File: src/sv/text_screen_buffer_edit_assert.svh
// ---------------------------------------------------------------------------
// text_screen_buffer_edit_assert
// assertion macros used by the screen buffer sequencer tsbe_ctrl
// ---------------------------------------------------------------------------
`ifndef TEXT_SCREEN_BUFFER_EDIT_ASSERT_SVH
`define TEXT_SCREEN_BUFFER_EDIT_ASSERT_SVH

// same-cycle implication
`define TSBE_ASSERT_IMP(lbl, ante, cons) \
    lbl: assert property (@(posedge i_clk) disable iff (!i_rst_n) (ante) |-> (cons)) \
        else $error("tsbe assertion failed");

// next-cycle implication
`define TSBE_ASSERT_NXT(lbl, ante, cons) \
    lbl: assert property (@(posedge i_clk) disable iff (!i_rst_n) (ante) |=> (cons)) \
        else $error("tsbe assertion failed");

`endif

File: src/sv/tsbe_pkg.sv
// ---------------------------------------------------------------------------
// tsbe_pkg
// types and constants of the terminal screen buffer
// ---------------------------------------------------------------------------
package tsbe_pkg;

    localparam logic [1:0] CFG_TOP_ROW     = 2'd0;
    localparam logic [1:0] CFG_BOTTOM_ROW  = 2'd1;
    localparam logic [1:0] CFG_RIGHT_LIMIT = 2'd2;

    localparam logic [5:0] TOP_ROW_RST     = 6'd0;
    localparam logic [6:0] BOTTOM_ROW_RST  = 7'd64;
    localparam logic [7:0] RIGHT_LIMIT_RST = 8'd80;

    localparam logic [7:0] SPACE = 8'h20;

    typedef enum logic [2:0] {
        K_WRITE  = 3'd0,
        K_INS_LN = 3'd1,
        K_DEL_LN = 3'd2,
        K_INS_CH = 3'd3,
        K_DEL_CH = 3'd4,
        K_READ   = 3'd5
    } t_kind;

    typedef enum logic [4:0] {
        S_IDLE, S_MAP, S_PLOOK, S_LLOOK, S_SETUP, S_DISP,
        S_FILL, S_WCHR, S_LEN_WR,
        S_REV_INIT, S_REV_CHK, S_SW_RA, S_SW_RB, S_SW_WA, S_SW_WB,
        S_CLR_CHK, S_CL_RA, S_CL_W,
        S_CP_CHK, S_CP_RD, S_CP_WR,
        S_RES_MAP, S_RES_P, S_RES_L, S_RES_C
    } t_state;

    typedef enum logic [1:0] {MA_ROW, MA_LO, MA_HI, MA_RI} t_map_sel;
    typedef enum logic {LW_ZERO, LW_NEW} t_len_wsel;
    typedef enum logic {CR_COL, CR_SRC} t_chr_rsel;
    typedef enum logic [1:0] {CW_BLANK, CW_GLYPH, CW_COPY} t_chr_wsel;
    typedef enum logic [2:0] {
        IOP_HOLD, IOP_FILL_INIT, IOP_COPY_INIT, IOP_UP, IOP_CSTEP
    } t_iop;

    typedef struct packed {
        logic      load;
        t_map_sel  map_sel;
        logic      p_cap;
        logic      len_cap;
        logic      setup;
        logic      tmp_cap;
        logic      map_we_lo;
        logic      map_we_hi;
        logic      rev_init;
        logic      rev_step;
        logic      pass_inc;
        logic      clr_init;
        logic      ri_inc;
        logic      len_we;
        t_len_wsel len_wsel;
        t_chr_rsel chr_rsel;
        logic      chr_we;
        t_chr_wsel chr_wsel;
        t_iop      iop;
        logic      res_load;
    } t_cmd;

    typedef struct packed {
        logic [2:0] kind;
        logic       row_bad;
        logic       col_ok;
        logic       region_ok;
        logic       ich_ok;
        logic       dch_any;
        logic       dch_copy;
        logic       dch_cut;
        logic       fill_more;
        logic       copy_more;
        logic       rev_more;
        logic       pass_last;
        logic       clr_more;
    } t_sts;

endpackage

File: src/sv/tsbe_ctrl.sv
// ---------------------------------------------------------------------------
// tsbe_ctrl
// command sequencer of the terminal screen buffer
// ---------------------------------------------------------------------------
`include "text_screen_buffer_edit_assert.svh"

module tsbe_ctrl import tsbe_pkg::*; (
    input  logic i_clk,
    input  logic i_rst_n,
    input  logic i_start,
    input  t_sts i_sts,
    output t_cmd o_cmd,
    output logic o_busy,
    output logic o_valid
);

    t_state r_state, n_state;
    logic   r_done;
    t_cmd   cmd;
    t_sts   sts;
    logic   line_op;

    assign sts = i_sts;
    assign line_op = (sts.kind == K_INS_LN) || (sts.kind == K_DEL_LN);

    always_ff @(posedge i_clk) begin
        if (!i_rst_n) begin
            r_state <= S_IDLE;
            r_done  <= 1'b0;
        end else begin
            r_state <= n_state;
            r_done  <= cmd.res_load;
        end
    end

    always_comb begin
        n_state = r_state;
        unique case (r_state)
            S_IDLE:    n_state = i_start ? S_MAP : S_IDLE;
            S_MAP:     n_state = S_PLOOK;
            S_PLOOK:   n_state = S_LLOOK;
            S_LLOOK:   n_state = S_SETUP;
            S_SETUP:   n_state = S_DISP;
            S_DISP: begin
                if (sts.row_bad) begin
                    n_state = S_RES_C;
                end else begin
                    unique case (sts.kind)
                        K_WRITE:  n_state = sts.col_ok ? S_FILL : S_RES_MAP;
                        K_INS_LN: n_state = sts.region_ok ? S_REV_INIT : S_RES_MAP;
                        K_DEL_LN: n_state = sts.region_ok ? S_REV_INIT : S_RES_MAP;
                        K_INS_CH: n_state = sts.ich_ok ? S_CP_CHK : S_RES_MAP;
                        K_DEL_CH: begin
                            priority if (sts.dch_any && sts.dch_copy) begin
                                n_state = S_CP_CHK;
                            end else if (sts.dch_any && sts.dch_cut) begin
                                n_state = S_LEN_WR;
                            end else begin
                                n_state = S_RES_MAP;
                            end
                        end
                        default:  n_state = S_RES_MAP;
                    endcase
                end
            end
            S_FILL: begin
                priority if (sts.fill_more) begin
                    n_state = S_FILL;
                end else if (sts.kind == K_WRITE) begin
                    n_state = S_WCHR;
                end else begin
                    n_state = S_LEN_WR;
                end
            end
            S_WCHR:    n_state = S_LEN_WR;
            S_LEN_WR:  n_state = S_RES_MAP;
            S_REV_INIT: n_state = S_REV_CHK;
            S_REV_CHK: begin
                priority if (sts.rev_more) begin
                    n_state = S_SW_RA;
                end else if (sts.pass_last) begin
                    n_state = S_CLR_CHK;
                end else begin
                    n_state = S_REV_INIT;
                end
            end
            S_SW_RA:   n_state = S_SW_RB;
            S_SW_RB:   n_state = S_SW_WA;
            S_SW_WA:   n_state = S_SW_WB;
            S_SW_WB:   n_state = S_REV_CHK;
            S_CLR_CHK: n_state = sts.clr_more ? S_CL_RA : S_RES_MAP;
            S_CL_RA:   n_state = S_CL_W;
            S_CL_W:    n_state = S_CLR_CHK;
            S_CP_CHK: begin
                priority if (sts.copy_more) begin
                    n_state = S_CP_RD;
                end else if (sts.kind == K_INS_CH) begin
                    n_state = S_FILL;
                end else begin
                    n_state = S_LEN_WR;
                end
            end
            S_CP_RD:   n_state = S_CP_WR;
            S_CP_WR:   n_state = S_CP_CHK;
            S_RES_MAP: n_state = S_RES_P;
            S_RES_P:   n_state = S_RES_L;
            S_RES_L:   n_state = S_RES_C;
            S_RES_C:   n_state = S_IDLE;
            default:   n_state = S_IDLE;
        endcase
    end

    always_comb begin
        cmd = '0;
        unique case (r_state)
            S_IDLE:   cmd.load = i_start;
            S_MAP:    cmd.map_sel = MA_ROW;
            S_PLOOK:  cmd.p_cap = 1'b1;
            S_LLOOK:  cmd.len_cap = 1'b1;
            S_SETUP:  cmd.setup = 1'b1;
            S_DISP: begin
                if (!sts.row_bad && sts.kind == K_WRITE && sts.col_ok) begin
                    cmd.iop = IOP_FILL_INIT;
                end else if (!sts.row_bad && sts.kind == K_INS_CH && sts.ich_ok) begin
                    cmd.iop = IOP_COPY_INIT;
                end else if (!sts.row_bad && sts.kind == K_DEL_CH && sts.dch_any
                             && sts.dch_copy) begin
                    cmd.iop = IOP_COPY_INIT;
                end
            end
            S_FILL: begin
                if (sts.fill_more) begin
                    cmd.chr_we   = 1'b1;
                    cmd.chr_wsel = CW_BLANK;
                    cmd.iop      = IOP_UP;
                end
            end
            S_WCHR: begin
                cmd.chr_we   = 1'b1;
                cmd.chr_wsel = CW_GLYPH;
            end
            S_LEN_WR: begin
                cmd.len_we   = 1'b1;
                cmd.len_wsel = LW_NEW;
            end
            S_REV_INIT: cmd.rev_init = 1'b1;
            S_REV_CHK: begin
                if (!sts.rev_more && sts.pass_last) begin
                    cmd.clr_init = 1'b1;
                end else if (!sts.rev_more) begin
                    cmd.pass_inc = 1'b1;
                end
            end
            S_SW_RA:  cmd.map_sel = MA_LO;
            S_SW_RB: begin
                cmd.map_sel = MA_HI;
                cmd.tmp_cap = 1'b1;
            end
            S_SW_WA:  cmd.map_we_lo = 1'b1;
            S_SW_WB: begin
                cmd.map_we_hi = 1'b1;
                cmd.rev_step  = 1'b1;
            end
            S_CLR_CHK: cmd.map_sel = MA_RI;
            S_CL_RA:  cmd.map_sel = MA_RI;
            S_CL_W: begin
                cmd.len_we   = 1'b1;
                cmd.len_wsel = LW_ZERO;
                cmd.ri_inc   = 1'b1;
            end
            S_CP_CHK: begin
                if (!sts.copy_more && sts.kind == K_INS_CH) begin
                    cmd.iop = IOP_FILL_INIT;
                end
            end
            S_CP_RD:  cmd.chr_rsel = CR_SRC;
            S_CP_WR: begin
                cmd.chr_we   = 1'b1;
                cmd.chr_wsel = CW_COPY;
                cmd.iop      = IOP_CSTEP;
            end
            S_RES_MAP: cmd.map_sel = MA_ROW;
            S_RES_P:  cmd.p_cap = 1'b1;
            S_RES_L: begin
                cmd.len_cap  = 1'b1;
                cmd.chr_rsel = CR_COL;
            end
            S_RES_C:  cmd.res_load = 1'b1;
            default:  cmd = '0;
        endcase
    end

    assign o_cmd   = cmd;
    assign o_busy  = r_state != S_IDLE;
    assign o_valid = r_done;

    `TSBE_ASSERT_NXT(a_start_taken, i_start && (r_state == S_IDLE), r_state == S_MAP)
    `TSBE_ASSERT_NXT(a_done_idle, cmd.res_load, (r_state == S_IDLE) && r_done)
    `TSBE_ASSERT_IMP(a_done_single, r_done, !$past(r_done))
    `TSBE_ASSERT_IMP(a_map_wr_lines, cmd.map_we_lo || cmd.map_we_hi, sts.region_ok && line_op)

endmodule

File: config.mk
export PLATFORM = sky130hd
export DESIGN_NAME = tsbe_ctrl
export DESIGN_NICKNAME = d
export VERILOG_FILES = /design/src/sv/tsbe_pkg.sv /design/src/sv/tsbe_ctrl.sv
export VERILOG_INCLUDE_DIRS = /design/src /design/src/sv
export SDC_FILE = /design/constraint.sdc
export NUM_CORES = 1
export LEC_CHECK = 0
export BUFFER_PORTS_ARGS = -buffer_cell sky130_fd_sc_hd__buf_2
export CAP_MARGIN = 20
export CORE_MARGIN = 5
export CORE_UTILIZATION = 40
export DETAILED_ROUTE_END_ITERATION = 6
export MAX_ROUTING_LAYER = met4
export PLACE_DENSITY = 0.67
export SLEW_MARGIN = 25
export SYNTH_ARGS = -nofsm -noshare
export SYNTH_HDL_FRONTEND = slang
export SYNTH_SLANG_ARGS = --single-unit
File: constraint.sdc
create_clock -name i_clk -period 2.3 [get_ports i_clk]
set_clock_uncertainty 0.1 [all_clocks]
set_input_delay 0.115 -clock i_clk [delete_from_list [all_inputs] [get_ports i_clk]]
set_output_delay 0.115 -clock i_clk [all_outputs]
set_load 0.01 [all_outputs]
==> impl_metrics.json <==
{
  "status": "completed",
  "leakage_nw": 0.5792,
  "drcViolationCount": 0,
  "synth.avg_cell_area_um2": 6.118,
  "final_antenna_net_count": 0,
  "maxCapViolCount": 0,
  "antenna_found_initial": 0,
  "cts.repair.resized": 0,
  "hold_path_depth": 2,
  "ys_warn_count": 0,
  "grt.total_usage_pct": 21.69,
  "routed_wl_um": 3564,
  "ys_ff_latch": 6,
  "overflow": 0,
  "syn_inst": 163,
  "synth_top_cells_by_area": "dfxtp_1, nor2_1, nand2_1",
  "numClockSinks": 6,
  "setup_viol": 0,
  "cts_tree": "yes",
  "synth_top_area_share_pct": 12.05,
  "cts_buffers": 3,
  "num_rows": 18,
  "grt_pass1_vias": 1283,
  "synth-async-reset-ratio_pct": 0,
  "antennaDiodeCount": 0,
  "nets": 221,
  "start_util_pct": 41.00,
  "crit_path_start_kind": "flip-flop",
  "synth_edf_count": 0,
  "crit_type": "flip-flop to output port",
  "yosysTopAreaCell": "dfxtp_1",
  "fp.dieW_um": 59.93,
  "fillers": 253,
  "clk_pin_slew_ns": 0.05,
  "endpoint_kind": "output port",
  "fin_crit_ns": 2.123,
  "rsz0062_at_grt": "no",
  "yosysUniqueCellTypes": 51,
  "synth_flop_cell": "dfxtp_1",
  "drt-initial-drc-count": 88,
  "cts_root_buffer": "clkbuf_4",
  "tns_ns": 0,
  "die_y_um": 59.93,
  "drt_first_pass_iters": 4,
  "fin_crit_sh_pct": 92.31,
  "critPathMaxStageDelay_ns": 0.48,
  "final_max_slew_viol_count": 0,
  "final_layout_size_suffix_gt1_share_pct": 30.35,
  "hp-class": "primary input to flip-flop",
  "power_density_nw_per_um2": 808.2,
  "syn_area_um2": 997.2,
  "avgRoutedWirePerCell_um": 15.43,
  "vias_per_cell": 5.965,
  "tightest_slew_ns": 0.5842,
  "top_level_ports": 44,
  "numPortBuffers": 43,
  "area_growth_pct": 26.35,
  "clk_latency_ns": 0.27,
  "hold_buffers": 0,
  "finalPower_mw": 1.018,
  "grt_max_degree": 15,
  "vdd_drop_max_mv": 0.4853,
  "gp_congestion": 0.9271,
  "hold_violations": 0,
  "synth.net_count": 181,
  "crit_path_top_delay_cell": "dfxtp_1",
  "synth_seq_area_share_pct": 12.05,
  "place.detailed.hpwl_um": 2779,
  "core-area_um2": 2432,
  "path_cells": "or3b_4, or3_4, o32ai_1, buf_2",
  "path_max_fanout": 9,
  "reg2regPathDepth": 5,
  "clock_path_buffers": 2,
  "cts_htree_levels": 1,
  "post_cts_buffers": 0,
  "max_freq_mhz": 471.0,
  "vias": 1378,
  "worstPathArrival_ns": 1.91,
  "required_ns": 2.09,
  "grt_pass1_wl_um": 5802,
  "dieArea_um2": 3592,
  "slew_headroom_pct": 60.98
}
==> cell families after synthesis <==
group	Yosys count	synth area share [%]
and+or+nand+nor	88	45.42
AOI/OAI and AO/OA	46	30.99
buffers and inverters	20	8.656
DFF	6	12.05
xor gates and xnor gates	2	1.757
muxes	1	1.129
==> registers in the layout, indices dropped and copies added, names as in the netlist <==
register and flops:
r_state 5, o_valid 1
==> layout by cell type (no fill, tap or decap), types with 2 or more instances in the layout <==
master    instances
clkbuf_4          3
dfxtp_1           6
inv_1             5
nor3_1           13
o21ai_1           3
nor4_1            2
nor2b_1           4
xor2_1            2
nand2b_1          5
nor2_1           26
nand4_1           2
o22ai_1           3
a31oi_1           4
a21oi_1          14
nand3b_1          2
nand2_1          19
buf_4             7
o21a_1            2
buf_2            43
o21ai_0           5
==> cell usage after synthesis (2+ instances only) <==
cell type  instances
a31oi_1            4
nand3b_1           2
nand2b_1           5
o22ai_1            3
dfxtp_1            6
clkbuf_1           9
nor3_1            13
o21ai_1            3
o21ai_0            5
o21a_1             2
buf_2              3
buf_4              2
nor2b_1            5
nand4_1            2
nand2_1           19
nor4_1             2
inv_1              5
nor2_1            26
a21oi_1           14
xor2_1             2
==> power by group <==
part	switching (mW)	internal, mW	total, mW
logic	0.442	0.280	0.722
registers	0.0544	0.132	0.187
clock network	0.0496	0.0598	0.109
==> critical path: cells and delay by family (launching register included) <==
kind / cells / cell delay (ns)
simple gates: 2 / 0.83
flops: 1 / 0.48
buf+inv: 1 / 0.18
compound gates: 1 / 0.14
==> final timing paths <==
| check | from | end | slack, ns |
|---|---|---|---|
| worst max-delay path | r_state[2]$_SDFF_PN0_ | o_cmd[1] | 0.18 |
| worst min-delay path | i_rst_n | o_valid$_SDFF_PN0_ | 0.04 |
| worst max register to register | r_state[2]$_SDFF_PN0_ | r_state[2]$_SDFF_PN0_ | 0.38 |
| worst min register to register | r_state[1]$_SDFF_PN0_ | r_state[1]$_SDFF_PN0_ | 0.63 |
==> layout make-up <==
| cell class | instances | area, um2 | area share [%] |
|---|---|---|---|
| Clock buffer | 3 | 22.52 | 1.787 |
| Inverter | 5 | 18.77 | 1.490 |
| Multi-Input combinational cell | 137 | 793.3 | 62.96 |
| Tap cell | 30 | 37.54 | 2.979 |
| Timing Repair Buffer | 50 | 267.8 | 21.25 |
| Sequential cell | 6 | 120.1 | 9.533 |
==> layer usage <==
metal  global-route usage [%]  part of all wire, %  vias up
met5                        -                    0        -
met4                    6.646                  1.2        0
met3                    4.752                   10        5
met2                    33.02                   49       75
met1                    28.44                   39      627
li1                         -                    -      671
==> through the flow <==
step                hold slack [ns]  utilization [%]  worst slack, ns  cell area [um2]  cells
finish                      0.03933            51.80           0.1769             1260    231
global route                0.04959            51.80           0.1020             1260    231
CTS                         0.03290            51.70           0.1866             1257    231
detailed placement           0.2923            50.77           0.4011             1235    228
global placement             0.2933            50.77           0.4790             1235    228
floorplan                    0.1367                -           0.5738            997.2    163
Power figures use the tool's default switching activity.
